**config.mk**
```make
export PLATFORM = sky130hd
export DESIGN_NAME = unique_set_table_flat
export DESIGN_NICKNAME = d
export VERILOG_FILES = /design/src/rtl/core/ust_pkg.sv /design/src/rtl/core/ust_if.sv /design/src/rtl/core/unique_set_table.sv /design/src/flat_wrapper.sv
export SDC_FILE = /design/constraint.sdc
export NUM_CORES = 2
export LEC_CHECK = 0
export CORE_MARGIN = 5
export CORE_UTILIZATION = 50
export DETAILED_ROUTE_END_ITERATION = 10
export DONT_BUFFER_PORTS = 1
export GPL_ROUTABILITY_DRIVEN = 1
export PLACE_DENSITY = 0.67
export RECOVER_POWER = 100
export SLEW_MARGIN = 30
export SYNTH_ARGS = -nofsm -noshare
export SYNTH_HDL_FRONTEND = slang
export SYNTH_SLANG_ARGS = --single-unit
```
**constraint.sdc**
```tcl
create_clock -name i_clk -period 4.2 [get_ports i_clk]
set_input_delay 0.42 -clock i_clk [delete_from_list [all_inputs] [get_ports i_clk]]
set_output_delay 0.42 -clock i_clk [all_outputs]
set_load 0.005 [all_outputs]
```
**src/rtl/core/ust_pkg.sv**
```systemverilog
`timescale 1ns / 1ps
// ----------------------------------------------------------------------------
// Unique set table package
// Sizes, operation and status codes shared by the interfaces and the core.
// ----------------------------------------------------------------------------
package ust_pkg;

    localparam int CAPACITY   = 64;
    localparam int IDX_W      = (CAPACITY > 1) ? $clog2(CAPACITY) : 1;
    localparam int CNT_W      = $clog2(CAPACITY + 1);

    localparam int VALUE_W    = 32;
    localparam int POSITION_W = 6;
    localparam int COUNT_W    = 7;

    typedef logic [1:0]                t_mode;
    typedef logic [1:0]                t_status;
    typedef logic signed [VALUE_W-1:0] t_value;
    typedef logic [POSITION_W-1:0]     t_position;
    typedef logic [COUNT_W-1:0]        t_entry_count;
    typedef logic [IDX_W-1:0]          t_idx;
    typedef logic [CNT_W-1:0]          t_cnt;

    localparam t_mode MODE_INSERT = 2'd0;
    localparam t_mode MODE_FIND   = 2'd1;
    localparam t_mode MODE_DELETE = 2'd2;

    localparam t_status STATUS_DONE    = 2'd0;
    localparam t_status STATUS_PRESENT = 2'd1;
    localparam t_status STATUS_ABSENT  = 2'd2;
    localparam t_status STATUS_FULL    = 2'd3;

endpackage

```
**src/rtl/core/ust_if.sv**
```systemverilog
`timescale 1ns / 1ps
// ----------------------------------------------------------------------------
// Unique set table channels
// Request channel (operation and value) and response channel (lookup result).
// ----------------------------------------------------------------------------
interface ust_req_if;
    logic               valid;
    logic               ready;
    ust_pkg::t_mode     mode;
    ust_pkg::t_value    value;

    modport source (output valid, output mode, output value, input ready);
    modport sink   (input valid, input mode, input value, output ready);
endinterface

interface ust_rsp_if;
    logic                  valid;
    logic                  ready;
    logic                  found;
    ust_pkg::t_position    position;
    ust_pkg::t_entry_count entry_count;
    ust_pkg::t_status      status;

    modport source (output valid, output found, output position, output entry_count,
                    output status, input ready);
    modport sink   (input valid, input found, input position, input entry_count,
                    input status, output ready);
endinterface

```
**src/rtl/core/unique_set_table.sv**
```systemverilog
`timescale 1ns / 1ps
// Walk: search and shift-down together walk at most count words (one read
//   per cycle; search compares each word, shift-down writes it back).
// Requests: one at a time, a new one taken only in idle; a held response
//   stalls the next request.
// Reset: synchronous, active low; clears count and control, not table words.
// ----------------------------------------------------------------------------
// Unique set table
// Set of distinct 32-bit values kept packed in a table with an entry count:
// insert if absent, find, and delete with shift-down of later entries.
// ----------------------------------------------------------------------------
module unique_set_table (
    input  logic i_clk,
    input  logic i_rst_n,
    ust_req_if.sink   i_req,
    ust_rsp_if.source o_rsp
);
    import ust_pkg::*;

    // Sequencer states
    localparam logic [2:0] S_IDLE   = 3'd0;
    localparam logic [2:0] S_SEARCH = 3'd1;
    localparam logic [2:0] S_ACT    = 3'd2;
    localparam logic [2:0] S_SHIFT  = 3'd3;
    localparam logic [2:0] S_RESP   = 3'd4;

    // Table storage: one write port, one registered read port
    t_value mem [CAPACITY];

    logic       [2:0] r_state, n_state;
    t_mode            r_mode, n_mode;
    t_value           r_value, n_value;
    t_cnt             r_count, n_count;
    t_cnt             r_k, n_k;         // walk pointer (next address to read)
    logic             r_pend, n_pend;   // a read is in flight
    t_idx             r_pidx, n_pidx;   // address of the word in flight
    logic             r_hit, n_hit;
    t_idx             r_hidx, n_hidx;
    t_status          r_status, n_status;
    t_value           r_rd_data;

    logic             r_out_valid, n_out_valid;
    logic             r_out_found, n_out_found;
    t_position        r_out_pos, n_out_pos;
    t_entry_count     r_out_cnt, n_out_cnt;
    t_status          r_out_status, n_out_status;

    logic             rd_en;
    t_idx             rd_addr;
    logic             wr_en;
    t_idx             wr_addr;
    t_value           wr_data;
    logic             cmp_eq;
    logic [31:0]      pos_wide;
    logic [31:0]      cnt_wide;

    // Compare unit: word in flight against the request value
    assign cmp_eq = r_pend && (r_rd_data == r_value);

    assign i_req.ready = (r_state == S_IDLE);

    assign o_rsp.valid       = r_out_valid;
    assign o_rsp.found       = r_out_found;
    assign o_rsp.position    = r_out_pos;
    assign o_rsp.entry_count = r_out_cnt;
    assign o_rsp.status      = r_out_status;

    // Fold index and count into the fixed output field widths
    assign pos_wide = r_hit ? 32'(r_hidx) : 32'd0;
    assign cnt_wide = 32'(r_count);

    always_comb begin
        n_state      = r_state;
        n_mode       = r_mode;
        n_value      = r_value;
        n_count      = r_count;
        n_k          = r_k;
        n_pend       = r_pend;
        n_pidx       = r_pidx;
        n_hit        = r_hit;
        n_hidx       = r_hidx;
        n_status     = r_status;
        n_out_valid  = r_out_valid && !o_rsp.ready;
        n_out_found  = r_out_found;
        n_out_pos    = r_out_pos;
        n_out_cnt    = r_out_cnt;
        n_out_status = r_out_status;
        rd_en        = 1'b0;
        rd_addr      = r_k[IDX_W-1:0];
        wr_en        = 1'b0;
        wr_addr      = r_pidx;
        wr_data      = r_rd_data;

        unique case (r_state)
            S_IDLE: begin
                if (i_req.valid) begin
                    n_mode  = i_req.mode;
                    n_value = i_req.value;
                    n_k     = '0;
                    n_pend  = 1'b0;
                    n_hit   = 1'b0;
                    n_hidx  = '0;
                    n_state = S_SEARCH;
                end
            end
            S_SEARCH: begin
                // Compare the word in flight, issue the next read unless it hit
                if (cmp_eq) begin
                    n_hit   = 1'b1;
                    n_hidx  = r_pidx;
                    n_pend  = 1'b0;
                    n_state = S_ACT;
                end else if (r_k < r_count) begin
                    rd_en  = 1'b1;
                    n_pidx = r_k[IDX_W-1:0];
                    n_pend = 1'b1;
                    n_k    = r_k + 1'b1;
                end else begin
                    n_pend  = 1'b0;
                    n_state = S_ACT;
                end
            end
            S_ACT: begin
                n_state = S_RESP;
                priority if (r_mode == MODE_INSERT) begin
                    if (r_hit) begin
                        n_status = STATUS_PRESENT;
                    end else if (r_count >= CNT_W'(CAPACITY)) begin
                        n_status = STATUS_FULL;
                    end else begin
                        wr_en    = 1'b1;
                        wr_addr  = r_count[IDX_W-1:0];
                        wr_data  = r_value;
                        n_count  = r_count + 1'b1;
                        n_status = STATUS_DONE;
                    end
                end else if (r_mode == MODE_DELETE) begin
                    if (r_hit) begin
                        // Walk the later entries down one place
                        n_k     = CNT_W'(r_hidx) + 1'b1;
                        n_pend  = 1'b0;
                        n_state = S_SHIFT;
                    end else begin
                        n_status = STATUS_ABSENT;
                    end
                end else begin
                    n_status = r_hit ? STATUS_DONE : STATUS_ABSENT;
                end
            end
            S_SHIFT: begin
                // Write back the word read last cycle one place lower
                if (r_pend) begin
                    wr_en   = 1'b1;
                    wr_addr = r_pidx;
                    wr_data = r_rd_data;
                end
                if (r_k < r_count) begin
                    rd_en  = 1'b1;
                    n_pidx = IDX_W'(r_k - 1'b1);
                    n_pend = 1'b1;
                    n_k    = r_k + 1'b1;
                end else begin
                    n_pend   = 1'b0;
                    n_count  = r_count - 1'b1;
                    n_status = STATUS_DONE;
                    n_state  = S_RESP;
                end
            end
            S_RESP: begin
                // Hold until the response register is free
                if (!r_out_valid || o_rsp.ready) begin
                    n_out_valid  = 1'b1;
                    n_out_found  = r_hit;
                    n_out_pos    = pos_wide[POSITION_W-1:0];
                    n_out_cnt    = cnt_wide[COUNT_W-1:0];
                    n_out_status = r_status;
                    n_state      = S_IDLE;
                end
            end
            default: begin
                n_state = S_IDLE;
            end
        endcase
    end

    // Table: write and registered read
    always_ff @(posedge i_clk) begin
        if (wr_en) begin
            mem[wr_addr] <= wr_data;
        end
        if (rd_en) begin
            r_rd_data <= mem[rd_addr];
        end
    end

    always_ff @(posedge i_clk) begin
        if (!i_rst_n) begin
            r_state     <= S_IDLE;
            r_count     <= '0;
            r_pend      <= 1'b0;
            r_out_valid <= 1'b0;
        end else begin
            r_state     <= n_state;
            r_count     <= n_count;
            r_pend      <= n_pend;
            r_out_valid <= n_out_valid;
        end
    end

    // Payload registers need no reset
    always_ff @(posedge i_clk) begin
        r_mode       <= n_mode;
        r_value      <= n_value;
        r_k          <= n_k;
        r_pidx       <= n_pidx;
        r_hit        <= n_hit;
        r_hidx       <= n_hidx;
        r_status     <= n_status;
        r_out_found  <= n_out_found;
        r_out_pos    <= n_out_pos;
        r_out_cnt    <= n_out_cnt;
        r_out_status <= n_out_status;
    end

endmodule

```
**src/flat_wrapper.sv**
```systemverilog
// flat-port wrapper written by rule: the top's interface ports become plain ports
module unique_set_table_flat import ust_pkg::*;
  (i_clk, i_rst_n, i_req_valid, i_req_mode, i_req_value, i_req_ready, o_rsp_valid, o_rsp_found, o_rsp_position, o_rsp_entry_count, o_rsp_status, o_rsp_ready);
  ust_req_if i_req_i ();
  ust_rsp_if o_rsp_i ();
  input  logic i_clk;
  input  logic i_rst_n;
  input wire logic [$bits(i_req_i.valid)-1:0] i_req_valid;
  input wire logic [$bits(i_req_i.mode)-1:0] i_req_mode;
  input wire logic [$bits(i_req_i.value)-1:0] i_req_value;
  output wire logic [$bits(i_req_i.ready)-1:0] i_req_ready;
  output wire logic [$bits(o_rsp_i.valid)-1:0] o_rsp_valid;
  output wire logic [$bits(o_rsp_i.found)-1:0] o_rsp_found;
  output wire logic [$bits(o_rsp_i.position)-1:0] o_rsp_position;
  output wire logic [$bits(o_rsp_i.entry_count)-1:0] o_rsp_entry_count;
  output wire logic [$bits(o_rsp_i.status)-1:0] o_rsp_status;
  input wire logic [$bits(o_rsp_i.ready)-1:0] o_rsp_ready;
  assign i_req_i.valid = i_req_valid;
  assign i_req_i.mode = i_req_mode;
  assign i_req_i.value = i_req_value;
  assign i_req_ready = i_req_i.ready;
  assign o_rsp_valid = o_rsp_i.valid;
  assign o_rsp_found = o_rsp_i.found;
  assign o_rsp_position = o_rsp_i.position;
  assign o_rsp_entry_count = o_rsp_i.entry_count;
  assign o_rsp_status = o_rsp_i.status;
  assign o_rsp_i.ready = o_rsp_ready;
  unique_set_table u_core (.i_clk(i_clk), .i_rst_n(i_rst_n), .i_req(i_req_i), .o_rsp(o_rsp_i));
endmodule
```
**Word level (Yosys, flattened, before mapping)**

Memory sizes are Yosys's and may differ from the RTL's. A register that Yosys moved wholly into a read port is not among the register bits.
Cells that the tools add are included.

- Bits in writable memories: 2,048
- Bits of input ports: 38
- Register bits after elaboration: 84
- Logic and storage cells: 127
- Memories kept: 1

- Add/sub/neg operators: 5
- Magnitude comparators: 2
- Reductions and logical operators: 20
- Eq/ne operators: 21
- Muxes and demuxes: 63

Memories:

| name | words | bits a word | rd ports | clocked after memory_dff | write ports | RTL line | RTL |
|---|---|---|---|---|---|---|---|
| u_core.mem | 64 | 32 | 1 | 1 | 1 | unique_set_table.sv:28 | `t_value mem [CAPACITY];` |

Operators with widths:

| kind | number |
|---|---|
| 2-to-1 mux 32 bit | 4 |
| 2-to-1 mux 7 bit | 10 |
| 2-to-1 mux 6 bit | 9 |
| equality test 32 bit | 1 |
| one-hot mux 7 bit (4 select lines) | 1 |
| 2-to-1 mux 3 bit | 8 |
| one-hot mux 6 bit (2 select lines) | 2 |
| 2-to-1 mux 1 bit | 15 |
| one-hot mux 3 bit (5 select lines) | 1 |
| adder 7 x 1 -> 7 bit (second input constant) | 2 |
| 2-to-1 mux 2 bit | 7 |
| != test 2 x 1 -> 1 bit (second input constant) | 7 |
| one-hot mux 7 bit (2 select lines) | 1 |
| != test 2 bit (second input constant) | 6 |
| AND reduction 5 bit | 2 |
| AND reduction 4 bit | 2 |
| adder 6 x 1 -> 7 bit (second input constant) | 1 |
| greater-or-equal comparator 7 bit (second input constant) | 1 |
| less-than comparator 7 bit | 1 |
| subtractor 7 x 1 -> 7 bit (second input constant) | 1 |
| equality test 3 x 2 -> 1 bit (second input constant) | 2 |
| one-hot mux 1 bit (2 select lines) | 3 |
| AND reduction 3 bit | 2 |
| AND reduction 6 bit | 1 |
| 16 further kinds | 21 |

**Depth between registers and ports, before layout**

- Word-level depth: 7
- Mapped depth: 11

**Worst setup path before layout**

OpenSTA, ideal clock, no wires.

- Path kind: reg-to-reg
- Start: reg u_core.r_state[0]
- End: mem u_core.mem[52][0] (netlist bit), enable pin
- Arrival time: 3.194 ns
- Slack: 0.585 ns
- Buffers on the path: 4
- Setup time: 0.421 ns
- Data required time: 3.779 ns
- Stages on the path, launching flop included: 10
- Cells stage by stage: dfxtp_1 > buf_2 > or3b_1 > buf_2 > nand2b_1 > clkbuf_1 > buf_2 > o31ai_1 > nand2_1 > nor2_1

- Longest elaborated chain between the ends: 4
- Elaborated cells between the ends (all ways): 6
- Those cells by class: eq/ne (2); mux (4)

RTL lines:

| item | RTL line | RTL |
|---|---|---|
| start: declaration | unique_set_table.sv:30 | `logic [2:0] r_state, n_state;` |
| start signal: assignment | unique_set_table.sv:203 | `r_state <= n_state;` |
| equality test 3 x 2 -> 1 bit | unique_set_table.sv:94 | `unique case (r_state)` |
| one-hot mux 1 bit (2 select lines) | unique_set_table.sv:94 |  |
| 2-to-1 mux 1 bit | unique_set_table.sv:188 | `if (wr_en) begin` |
| 2-to-1 mux 1 bit (implied by the code) | unique_set_table.sv:189 | `mem[wr_addr] <= wr_data;` |
| end: declaration | unique_set_table.sv:28 |  |

Parallel ways exist; a longest one is shown, timed or not.

**Worst setup path after layout**

- Start: reg u_core.r_state[1]
- End: mem u_core.mem[37][29] (netlist bit), enable pin

Same word-level chain as after synthesis.

==> results.txt <==
DRT antenna net count - 0
Clk root buf - clkbuf_16
RSZ-0062 raised after global routing - no
Combinational power share - 26.7%
Die Height - 418 um
DRC violations left - 0
Vias in the first global route - 39,178
Worst reg2reg path endpoint - u_core.mem[37][29]
Netlist cell types - 55
Synthesized netlist cell count - 3,488
I/O Pins - 56
Worst path cell trace - or3b_1, nand2b_4, o21ai_0, nand2_1, nor2_1, clkbuf_2
Hold path depth - 5
# hold bufs at CTS - 37
Clock buffer count from CTS - 208
Hold Crit Start - i_req_valid
Post-synth top flop - edfxtp_1
DR iter-0 viols - 4,840
Via Count - 38,071
# Post-CTS Setup Buffers - 0
Synth Area in Compound Gates - 1.23%
Final min period - 3.94 ns
Area delta synth->final - 13.1%
Total congestion overflow - 0
Clock Pin Slew Worst Setup and Hold Paths - 0.06 ns
Clock buffer depth - 3
Worst-path fanout max - 27
Violated checks - capacitance limit, slew limit
Row cnt - 149
TritonRoute pass-1 iters - 6
I/O Buffers - 0
Crit start category - register
Final Core Density - 57.0%
Hold_ws - 0.167 ns
R2R Setup Slk - 0.26 ns
Metal2 WL - 94.7 mm
Antenna violations before repair - 4
Area leader, netlist - edfxtp_1
Crit. End Element - register
Initial Utilization - 50.4%
Total Power - 59.9 mW
Adder and majority gate portion of the synthesized area - 0.220%
Placed instance area - 0.0881 sq mm
Async SR Flop Fraction - 0%
Share of cells above drive strength 1 - 28.8%
Clock power frac - 29.4%
Largest family of logic cells by synthesized area - multiplexers
Synth area leaders - edfxtp_1 78%, mux4_2 17%, mux2_2 0.45%
WHS Endpoint - u_core.r_pend
Total die area - 0.175 sq mm
GPL Wtd Cong - 0.855
Flop pwr share - 43.8%
Final setup fails - 0
Sink Count - 2,164
First-pass GRT wire length - 278 mm
Fmax - 254 MHz
Max-slew violation count - 57
Sequential area share after synthesis - 78.0%
Switching Fraction - 28.5%
R2R depth - 6
Per-cell routed wire length - 31.1 um
Clock Latency Late Sink - 0.84 ns
Final instance area - 0.0941 sq mm
Leak - 28.9 nW
CP required - 4.64 ns
Met3 wire len - 14.7 mm
Post-synth top area share - 77.7%
Post_cts resized - 0
Largest net degree at the start of global routing - 88
Yosys Warn Count - 0
Switching power total - 17.1 mW
VDD IR-drop max - 0.452 mV
Worst slew pin tran - 2.06 ns
Critical-path top delay cell - clkbuf_2
Total GRT Usage - 22.0%
Top sig layer - met4
Vias per cell - 6.21
Data arrival time of the worst path - 4.38 ns
Cell area power density - 637 mW/mm^2
Tcrit/Tclk final - 93.7%
Bufs and invs on worst path - 1
H-tree depth - 4
Crit Path Category - reg2reg
Slew headroom - -37.4%
Status - complete, but fails checks
# nets final - 3,825
Metal1 wirelength - 77.4 mm
Crit path max-delay family - simple AND/OR/NAND/NOR gates
CP max stage delay - 0.62 ns
Simple-gate share of the synthesized area - 1.31%
#FFs+latches synth - 2,164
Total Neg Setup Slack - 0 ns
Reg2reg start - u_core.r_state[1]
Fraction of synthesized area in multiplexers - 17.7%
Post-Synthesis Cell Area - 0.0832 sq mm
P_int - 42.8 mW
Syn Area/Cell - 23.8 sq um
Post-synth EDFFs - 2,152
Max Cap Viol - 2
Final hold vios - 0
HPWL after DPL - 110 mm
Core area - 0.165 sq mm
Drt total wl - 191 mm
Synth Area in XOR/XNOR - 0.505%
CTS tree - yes
Die W - 418 um
Clock Skews - 0.0244 ns
Syn_nets - 3,540
Hold Path Class - in2reg
-- registers in the layout, indices dropped and copies added (netlist names), 6 cells and up --
signal                    flops
u_core.mem                 2048
u_core.r_rd_data             32
u_core.r_value               32
u_core.o_rsp.entry_count      7
u_core.r_count                7
u_core.r_k                    7
u_core.o_rsp.position         6
u_core.r_hidx                 6
u_core.r_pidx                 6
-- placed cells by master, fill, tap and decap left out, types with 32 or more instances in the layout --
master,n
a22oi_1,48
buf_12,47
buf_4,46
clkbuf_1,75
clkbuf_16,214
clkbuf_2,75
clkinv_1,56
clkinv_2,33
dlygate4sd3_1,37
edfxtp_1,2152
mux4_2,624
nand2_1,58
nor2_1,47
nor2_4,36
xnor2_1,32
-- area by class of cell --
cell class,instances,area (sq um)
inverter,17,63.8
clock buffer,264,5540
fill,11913,71100
clock inverter,112,817
tap,2189,2740
sequential,2164,64900
antenna,1,2.50
timing repair buffer,252,2310
multi-input combinational,1130,17700
-- cells by family (layout without fill, tap and decap cells) --
group / Yosys count / count (layout)
flops: 2164 / 2164
buf+inv: 194 / 645
compound gates: 146 / 146
mux: 687 / 687
simple gates: 235 / 235
xor+xnor: 48 / 48
fa+ha+maj: 14 / 14
other cells: 0 / 1
-- cells in the mapped netlist, types with 8 or more instances --
master,instances
nor2b_1,10
nand3_1,10
inv_1,16
a21oi_1,24
dfxtp_1,12
and2_1,20
xor2_1,16
o22ai_1,17
mux4_2,624
a22oi_1,48
ha_1,13
o21ai_0,11
buf_2,64
mux2i_1,30
xnor2_1,32
nor3_1,15
edfxtp_1,2152
o221ai_1,8
mux2_2,33
nor2_1,87
buf_1,22
nand2_1,58
clkbuf_1,79
-- metrics by stage --
stage | std cells | setup WS, ns
after floorplan | 3488 | 0.585
after global placement | 5715 | 0.675
after detailed placement | 5715 | 0.583
after CTS | 6128 | 0.531
after global routing | 6129 | 0.198
final | 6129 | 0.263
-- worst max path at each step --
stage / end / cells past startpoint / startpoint / slack [ns]
finish: u_core.mem[37][29] / 6 / u_core.r_state[1] / 0.26
global route: u_core.mem[33][6] / 5 / u_core.r_state[1] / 0.20
CTS: u_core.mem[31][12] / 7 / u_core.r_state[1] / 0.53
detailed placement: u_core.mem[31][17] / 7 / u_core.r_state[1] / 0.58
global placement: u_core.mem[31][8] / 7 / u_core.r_state[1] / 0.68
floorplan: u_core.mem[52][0] / 9 / u_core.r_state[0] / 0.59
-- power by group through the flow --
stage	Combinational (mW)	Sequential (mW)	Clock [mW]
after floorplan	10.9	26.5	0
after global placement	16.1	26.6	0
after detailed placement	16.3	26.7	0
after CTS	16.3	26.2	17.9
after global routing	17.0	26.3	18.9
final	16.0	26.3	17.6
-- worst min-delay path, delay by kind of cell --
kind	cells	cell delay, ns
simple gates	2	0.21
compound gates	3	0.32
-- metal layers --
metal | GRT usage (%) | vias up
li1 | - | 15564
met5 | 0 | -
met3 | 4.21 | 275
met2 | 35.9 | 1678
met4 | 5.21 | 0
met1 | 31.6 | 20554
Power figures use the tool's default switching activity.
